==> config.mk <==
export PLATFORM = sky130hd
export DESIGN_NAME = adsr_envelope_gain
export DESIGN_NICKNAME = d
export VERILOG_FILES = /design/src/hdl/adsr_pkg.sv /design/src/hdl/adsr_env_state.sv /design/src/hdl/adsr_envelope_gain.sv
export SDC_FILE = /design/constraint.sdc
export NUM_CORES = 2
export LEC_CHECK = 0
export BUFFER_PORTS_ARGS = -buffer_cell sky130_fd_sc_hd__buf_2
export CORE_MARGIN = 4
export CORE_UTILIZATION = 50
export DETAILED_ROUTE_END_ITERATION = 7
export PLACE_DENSITY = 0.79
export SLEW_MARGIN = 20
export SYNTH_ARGS = -nofsm -noshare
export SYNTH_HDL_FRONTEND = slang
export SYNTH_SLANG_ARGS = --single-unit
export TNS_END_PERCENT = 20
==> constraint.sdc <==
create_clock -name clk -period 20.2 [get_ports clk]
set_clock_uncertainty 0.15 [all_clocks]
set_input_delay 3.03 -clock clk [delete_from_list [all_inputs] [get_ports clk]]
set_output_delay 3.03 -clock clk [all_outputs]
set_load 0.005 [all_outputs]
==> src/hdl/adsr_pkg.sv <==
// ----------------------------------------------------------------------------
// adsr_pkg
// Shared types, register codes and constants for the ADSR envelope gain block.
// ----------------------------------------------------------------------------
package adsr_pkg;

    localparam int SAMPLE_BITS_DEF = 24;
    localparam int COUNT_BITS_DEF  = 16;

    localparam int GAIN_BITS      = 24;
    localparam int GAIN_SHIFT     = 23;
    localparam int STEP_BITS      = 25;
    localparam int LEN_BITS       = 16;
    localparam int PHASE_BITS     = 3;
    localparam int CFG_INDEX_BITS = 3;
    localparam int CFG_DATA_BITS  = 25;

    // unity gain, 1.0 in Q1.23
    localparam logic [GAIN_BITS-1:0] GAIN_ONE = 24'h80_0000;

    typedef enum logic [PHASE_BITS-1:0] {
        PH_SILENT  = 3'd0,
        PH_ATTACK  = 3'd1,
        PH_DECAY   = 3'd2,
        PH_SUSTAIN = 3'd3,
        PH_RELEASE = 3'd4
    } phase_t;

    typedef enum logic [CFG_INDEX_BITS-1:0] {
        REG_ENABLE          = 3'd0,
        REG_ATTACK_SAMPLES  = 3'd1,
        REG_DECAY_SAMPLES   = 3'd2,
        REG_SUSTAIN_SAMPLES = 3'd3,
        REG_RELEASE_SAMPLES = 3'd4,
        REG_ATTACK_STEP     = 3'd5,
        REG_DECAY_STEP      = 3'd6,
        REG_RELEASE_STEP    = 3'd7
    } cfg_reg_t;

    typedef struct packed {
        logic                        enable;
        logic [LEN_BITS-1:0]         attack_samples;
        logic [LEN_BITS-1:0]         decay_samples;
        logic [LEN_BITS-1:0]         sustain_samples;
        logic [LEN_BITS-1:0]         release_samples;
        logic signed [STEP_BITS-1:0] attack_step;
        logic signed [STEP_BITS-1:0] decay_step;
        logic signed [STEP_BITS-1:0] release_step;
    } adsr_cfg_t;

    // gain applied to the current item and the phase after its step
    typedef struct packed {
        logic [GAIN_BITS-1:0] gain;
        phase_t               phase;
    } env_result_t;

endpackage

==> src/hdl/adsr_env_state.sv <==
// ----------------------------------------------------------------------------
// adsr_env_state
// Envelope phase sequencer, position counter and clamped gain accumulator.
// ----------------------------------------------------------------------------
module adsr_env_state
    import adsr_pkg::*;
#(
    parameter int COUNT_BITS = COUNT_BITS_DEF
)
(
    input  logic        clk,
    input  logic        rst_n,
    input  adsr_cfg_t   cfg,
    input  logic        advance,
    input  logic        key,
    output env_result_t result
);

    localparam int CMP_BITS = (COUNT_BITS > LEN_BITS) ? COUNT_BITS : LEN_BITS;
    localparam int SUM_BITS = GAIN_BITS + 2;
    localparam logic [COUNT_BITS-1:0] POS_MAX = '1;

    phase_t                  phase_reg, phase_next, phase_cur;
    logic [COUNT_BITS-1:0]   pos_reg, pos_next, pos_cur, pos_inc;
    logic [GAIN_BITS-1:0]    gain_reg, gain_next, gain_used;
    logic                    key_was_reg, key_was_next;
    logic                    start;
    logic signed [STEP_BITS-1:0] step;
    logic [LEN_BITS-1:0]     len;
    logic signed [SUM_BITS-1:0]  sum;
    logic                    done;

    // attack starts on a rising key edge only from silence
    assign start     = key && !key_was_reg && (phase_reg == PH_SILENT);
    assign phase_cur = start ? PH_ATTACK : phase_reg;
    assign pos_cur   = start ? '0 : pos_reg;

    // per-phase step and length
    always_comb
    begin
        step = '0;
        len  = '0;
        case (phase_cur)
            PH_ATTACK:
            begin
                step = cfg.attack_step;
                len  = cfg.attack_samples;
            end
            PH_DECAY:
            begin
                step = cfg.decay_step;
                len  = cfg.decay_samples;
            end
            PH_SUSTAIN:
            begin
                len  = cfg.sustain_samples;
            end
            PH_RELEASE:
            begin
                step = cfg.release_step;
                len  = cfg.release_samples;
            end
            default:
            begin
                step = '0;
                len  = '0;
            end
        endcase
    end

    assign sum     = $signed({2'b00, gain_reg}) + SUM_BITS'(step);
    assign pos_inc = (pos_cur == POS_MAX) ? pos_cur : pos_cur + 1'b1;
    assign done    = (CMP_BITS'(pos_inc) >= CMP_BITS'(len))
                     && !((phase_cur == PH_SUSTAIN) && key);

    // clamped gain, zero while silent
    always_comb
    begin
        if (phase_cur == PH_SILENT)
            gain_used = '0;
        else if (sum < 0)
            gain_used = '0;
        else if (sum > $signed(SUM_BITS'(GAIN_ONE)))
            gain_used = GAIN_ONE;
        else
            gain_used = sum[GAIN_BITS-1:0];
    end

    // next phase
    always_comb
    begin
        phase_next = phase_cur;
        case (phase_cur)
            PH_SILENT:  phase_next = PH_SILENT;
            PH_ATTACK:  phase_next = done ? PH_DECAY   : PH_ATTACK;
            PH_DECAY:   phase_next = done ? PH_SUSTAIN : PH_DECAY;
            PH_SUSTAIN: phase_next = done ? PH_RELEASE : PH_SUSTAIN;
            PH_RELEASE: phase_next = done ? PH_SILENT  : PH_RELEASE;
            default:    phase_next = PH_SILENT;
        endcase
    end

    // position, gain and key history
    always_comb
    begin
        key_was_next = key;
        gain_next    = gain_used;
        if (phase_cur == PH_SILENT)
            pos_next = pos_cur;
        else if (done)
            pos_next = '0;
        else
            pos_next = pos_inc;
    end

    always_ff @(posedge clk or negedge rst_n)
    begin
        if (!rst_n)
        begin
            phase_reg   <= PH_SILENT;
            pos_reg     <= '0;
            gain_reg    <= '0;
            key_was_reg <= 1'b0;
        end
        else if (advance && cfg.enable)
        begin
            phase_reg   <= phase_next;
            pos_reg     <= pos_next;
            gain_reg    <= gain_next;
            key_was_reg <= key_was_next;
        end
    end

    // disabled: unity gain and frozen phase
    assign result.gain  = cfg.enable ? gain_used : GAIN_ONE;
    assign result.phase = cfg.enable ? phase_next : phase_reg;

endmodule

==> src/hdl/adsr_envelope_gain.sv <==
// ----------------------------------------------------------------------------
// adsr_envelope_gain
// Linear ADSR envelope applied as a Q1.23 gain to a stream of audio samples.
// ----------------------------------------------------------------------------
// path: an accepted input item waits in the input register, then moves to the
//   result register, which drives m_tdata and holds while m_tready is low
// throughput: 1 item per cycle unless m_tready stalls, set by the single envelope
//   update and one sample-by-gain multiply between the input and result registers
// reset: asynchronous active low; envelope silent, gain 0, registers at defaults
// ----------------------------------------------------------------------------
module adsr_envelope_gain
    import adsr_pkg::*;
#(
    parameter int SAMPLE_BITS = SAMPLE_BITS_DEF,
    parameter int COUNT_BITS  = COUNT_BITS_DEF,
    localparam int IN_BITS    = ((SAMPLE_BITS + 1 + 7) / 8) * 8,
    localparam int OUT_BITS   = ((SAMPLE_BITS + GAIN_BITS + PHASE_BITS + 7) / 8) * 8
)
(
    input  logic                      clk,
    input  logic                      rst_n,

    // input stream
    input  logic                      s_tvalid,
    output logic                      s_tready,
    input  logic [IN_BITS-1:0]        s_tdata,   // sample_in, key_held

    // result stream
    output logic                      m_tvalid,
    input  logic                      m_tready,
    output logic [OUT_BITS-1:0]       m_tdata,   // sample_out, gain_level, phase_code

    // register writes
    input  logic                      cfg_valid,
    output logic                      cfg_ready,
    input  logic [CFG_INDEX_BITS-1:0] cfg_index,
    input  logic [CFG_DATA_BITS-1:0]  cfg_data
);

    localparam int PROD_BITS = SAMPLE_BITS + GAIN_BITS + 1;

    adsr_cfg_t cfg_reg;

    // input register
    logic                          in_valid_reg;
    logic signed [SAMPLE_BITS-1:0] in_sample_reg;
    logic                          in_key_reg;

    // result register
    logic                          out_valid_reg;
    logic signed [SAMPLE_BITS-1:0] out_sample_reg;
    logic [GAIN_BITS-1:0]          out_gain_reg;
    phase_t                        out_phase_reg;

    logic                          advance;
    env_result_t                   env;
    logic signed [SAMPLE_BITS-1:0] sample_ext;
    logic signed [GAIN_BITS:0]     gain_ext;
    logic signed [PROD_BITS-1:0]   prod;

    // ---------------------------------------------------------------- config
    // writes must land only while the stream is idle; the block does not enforce it, and writes are always taken
    assign cfg_ready = 1'b1;

    always_ff @(posedge clk or negedge rst_n)
    begin
        if (!rst_n)
        begin
            cfg_reg.enable          <= 1'b0;
            cfg_reg.attack_samples  <= 16'd50;
            cfg_reg.decay_samples   <= 16'd50;
            cfg_reg.sustain_samples <= 16'd100;
            cfg_reg.release_samples <= 16'd50;
            cfg_reg.attack_step     <= 25'sd167772;
            cfg_reg.decay_step      <= -25'sd50332;
            cfg_reg.release_step    <= -25'sd117441;
        end
        else if (cfg_valid && cfg_ready)
        begin
            case (cfg_reg_t'(cfg_index))
                REG_ENABLE:          cfg_reg.enable          <= cfg_data[0];
                REG_ATTACK_SAMPLES:  cfg_reg.attack_samples  <= cfg_data[LEN_BITS-1:0];
                REG_DECAY_SAMPLES:   cfg_reg.decay_samples   <= cfg_data[LEN_BITS-1:0];
                REG_SUSTAIN_SAMPLES: cfg_reg.sustain_samples <= cfg_data[LEN_BITS-1:0];
                REG_RELEASE_SAMPLES: cfg_reg.release_samples <= cfg_data[LEN_BITS-1:0];
                REG_ATTACK_STEP:     cfg_reg.attack_step     <= $signed(cfg_data);
                REG_DECAY_STEP:      cfg_reg.decay_step      <= $signed(cfg_data);
                REG_RELEASE_STEP:    cfg_reg.release_step    <= $signed(cfg_data);
                default:             cfg_reg                 <= cfg_reg;
            endcase
        end
    end

    // ------------------------------------------------------------- handshake
    // an item moves from the input register to the result register whenever
    // the result register is empty or is being drained in the same cycle
    assign advance  = in_valid_reg && (!out_valid_reg || m_tready);
    assign s_tready = !in_valid_reg || advance;
    assign m_tvalid = out_valid_reg;

    always_ff @(posedge clk or negedge rst_n)
    begin
        if (!rst_n)
            in_valid_reg <= 1'b0;
        else if (s_tready)
            in_valid_reg <= s_tvalid;
    end

    always_ff @(posedge clk)
    begin
        if (s_tvalid && s_tready)
        begin
            in_sample_reg <= $signed(s_tdata[SAMPLE_BITS-1:0]);
            in_key_reg    <= s_tdata[SAMPLE_BITS];
        end
    end

    // ------------------------------------------------------------- envelope
    // state steps once per item that advances; disabled freezes it and
    // reports unity gain, so the multiply below passes the sample through
    adsr_env_state #(
        .COUNT_BITS (COUNT_BITS)
    ) u_env_state (
        .clk     (clk),
        .rst_n   (rst_n),
        .cfg     (cfg_reg),
        .advance (advance),
        .key     (in_key_reg),
        .result  (env)
    );

    // ---------------------------------------------------------------- scale
    // gain is at most 1.0, so the shifted product always fits the sample width;
    // arithmetic shift right gives floor rounding for negative products
    assign sample_ext = in_sample_reg;
    assign gain_ext   = $signed({1'b0, env.gain});
    assign prod       = PROD_BITS'(sample_ext * gain_ext);

    always_ff @(posedge clk or negedge rst_n)
    begin
        if (!rst_n)
            out_valid_reg <= 1'b0;
        else if (advance)
            out_valid_reg <= 1'b1;
        else if (m_tready)
            out_valid_reg <= 1'b0;
    end

    always_ff @(posedge clk)
    begin
        if (advance)
        begin
            out_sample_reg <= prod[SAMPLE_BITS+GAIN_SHIFT-1:GAIN_SHIFT];
            out_gain_reg   <= env.gain;
            out_phase_reg  <= env.phase;
        end
    end

    // result packing, lowest field first
    always_comb
    begin
        m_tdata = '0;
        m_tdata[SAMPLE_BITS-1:0]                     = out_sample_reg;
        m_tdata[SAMPLE_BITS+GAIN_BITS-1:SAMPLE_BITS] = out_gain_reg;
        m_tdata[SAMPLE_BITS+GAIN_BITS+PHASE_BITS-1:SAMPLE_BITS+GAIN_BITS] = out_phase_reg;
    end

endmodule

==> results.md <==
* Post-CTS Hold Fix Bufs at 0
* DP HPWL at 56.4 mm
* Drt via density at around 5.6
* Slew HR at 0.188
* Synth top area cells: fa_1 (31%), dfrtp_1 (10%), ha_1 (9.0%)
* Ant diodes at 0
* Crit path launch type: flip-flop
* Number of synthesized flops with an enable pin at 76
* Final WL at 78.2 mm
* Die X at 259 um
* Fraction of layout instances using a drive strength above 1 at 0.140
* Dpl cells at roughly 4000
* Initial detailed-routing violation count at 1626
* Share of synthesized registers carrying an async set or reset at 0.710
* Syn Area/Cell at 9.80 um^2
* Sequential fraction of the synthesis area at 0.222
* Max frequency at 0.0740 GHz
* Register bit total from synthesis at 262
* Sequential fraction of design power at 0.214
* IO Pins at approximately 120
* Sw Pwr at 1.77 mW
* WHS Path Cells at 1
* Post-route ant nets at 0
* Critical Setup Path Class: flip-flop to flip-flop
* Internal Pwr Total at 1.99 mW
* Leading cell type in the layout, fill and taps excluded: inv_1
* Hold/Removal Path Class: flip-flop to flip-flop
* Placer Congestion at 0.935
* HP Start: in_valid_reg
* CTS-repair resized insts at 0
* Worst-path clk slew at around 0.060 ns
* Setup Buffers After CTS at 0
* Switching part of the total at 0.471
* Worst-Skew Late Latency at 0.62 ns
* Max stage delay cell, worst path: nor2_4
* Leakage at around 16 nW
* Maximum buffer depth of the clock tree at 3
* Register area at 0.00701 mm^2
* Critical path required time at 20.40 ns
* Area of the multi-input gates at 0.0214 mm^2
* Pins Over Slew Limit at 0
* Largest area contributor in the synthesized netlist: fa_1
* Final Hold Fails at 0
* Slew @ Worst Pin at 1.22 ns
* Warnings from Yosys at 0
* Die area at 0.0671 mm^2
* TritonRoute pass-1 iters at 6
* Count of input and output buffers at 110
* Gate Count Post-Synth at approximately 3200
* Area growth syn-to-layout at 7.29%
* Fin Setup TNS at 0 ns
* Core area at just over 0.06 mm^2
* Via count at 23000
* Final setup fails at 0
* Max Cap Viol at 0
* R2R depth at 43
* CP max stage delay at 0.78 ns
* Tmin final at 13.51 ns
* Number of distinct library cells after synthesis at 78
* Worst Path Arrival at around 14 ns
* Crit path capture type: flip-flop
* Reg-to-reg startpoint: in_key_reg
* Initial Util at 0.508
* R2R setup slack at 6.69 ns
* Worst Hold Path EP: m_tvalid
* Status: finished, final reports clean
* Vias in the first global route at 24200
* Fillers at ~5300
* Clock root buffer master: clkbuf_16
* Worst r2r dst: out_sample_reg[19]
* First-pass GRT wire length at 128 mm
* Cell mode on critical path: fa_1
* Prevailing post-synth register cell: dfrtp_1
* Non-Filler Instances at 4105
* TritonCTS buffer count at 30
* H-tree depth at 1
* Total power draw at 3.76 mW
* Largest register FFs at 140
* RSZ-0062 raised after global routing: false
* Routed len/inst at 19.1 um
* GRT Total Usage at 0.237
* Synth top area share at 0.306
* CTS tree: done
* Initial antenna violation count at 6
* Crit-path max FO at 43
* Die H at 259 um
* Most frequent cells in the layout: inv_1 (634), nand2_1 (491), fa_1 (482)
* Grt ovf at 0
* Row count at 91
* Nets at 4017
* CTS Sinks at 262
* Power per Cell Area at 111 mW/mm^2
* Logic pwr share at 0.641
* Power share of the clock group at 0.146
* Max VDD drop at approximately 110 uV
* DRC viols at 0
* Final Cycle Share at 0.669
* Mapped Area at 0.0315 mm^2
* Largest net degree at the start of global routing at 75
==> metal layers <==
metal  vias up  global-route usage  routed length [um]
met3       192              0.0515                6950
li1      10200                   -                   -
met4        10              0.0715                2640
met5         -                   0                  56
met2       936               0.392               37000
met1     11700               0.316               31600
==> cell usage after synthesis, types with 4 or more instances <==
cell type  instances
inv_1            634
nand2_1          491
fa_1             482
ha_1             226
and2_1           182
mux2_2           158
dfrtp_1          129
clkbuf_1          99
edfxtp_1          76
a21oi_1           71
buf_2             60
o21ai_0           59
dfstp_2           57
nor2_1            48
a21o_1            41
a222oi_1          41
and3_1            35
xnor2_1           33
nand3_1           29
nand2b_1          28
xor2_1            23
nor3_1            21
nor2b_1           16
nand4_1           15
buf_4             14
o41ai_1           13
o211ai_1          11
a211oi_1          10
o21a_1            10
a31oi_1            8
and4_1             8
o31ai_1            8
o21bai_1           6
mux2i_1            4
nor2_2             4
nor4_1             4
==> metrics by stage <==
stage / worst slack (ns) / instance area [um^2] / utilization / hold WS [ns]
finish: 6.69 / 33800 / 0.545 / 0.338
global route: 5.91 / 33800 / 0.545 / 0.363
CTS: 7.00 / 33800 / 0.544 / 0.338
detailed placement: 7.12 / 32800 / 0.528 / 0.322
global placement: 7.19 / 32800 / 0.528 / 0.312
floorplan: 9.47 / 31500 / - / 0.299
==> area by class of cell <==
cell class              count  share of cell area
multi-input cells        2148               0.633
flip-flops and latches    262               0.207
inverters                 635              0.0705
well taps                 837              0.0310
repair buffers            167              0.0291
clock buffers              44              0.0255
clock inverters            12             0.00389
==> cells by family after synthesis <==
family | after synthesis | synth area share
AND/OR/NAND/NOR | 899 | 0.136
other | 2 | 0.000238
multiplexers | 162 | 0.0578
flip-flops | 262 | 0.222
adder cells (fa/ha/maj) | 708 | 0.396
buffers and inverters | 810 | 0.101
XOR/XNOR | 56 | 0.0156
AO/OA/AOI/OAI | 317 | 0.0717
==> critical path, delay by kind of cell, from the launching register on <==
family | cells | cell delay (ns)
AO/OA/AOI/OAI | 17 | 4.84
adder cells (fa/ha/maj) | 10 | 4.57
AND/OR/NAND/NOR | 5 | 1.54
buffers and inverters | 9 | 1.20
flip-flops | 1 | 0.55
XOR/XNOR | 2 | 0.33
==> how the worst max path moves through the flow <==
stage / from / endpoint / cells after the start
2_1_floorplan: in_key_reg / out_sample_reg[20] / 46
3_3_place_gp: in_key_reg / out_sample_reg[19] / 40
3_5_place_dp: in_key_reg / out_sample_reg[19] / 42
4_1_cts: in_key_reg / out_sample_reg[19] / 42
5_1_grt: in_key_reg / out_sample_reg[19] / 42
6_report: in_key_reg / out_sample_reg[19] / 43
==> power groups by stage <==
stage	Clock, mW	Sequential (mW)	Combinational, mW
3_5_place_dp	0	0.810	2.38
3_3_place_gp	0	0.804	2.33
2_1_floorplan	0	0.792	1.66
6_report	0.547	0.802	2.41
5_1_grt	0.583	0.814	2.70
4_1_cts	0.557	0.802	2.42
Power figures use the tool's default switching activity.
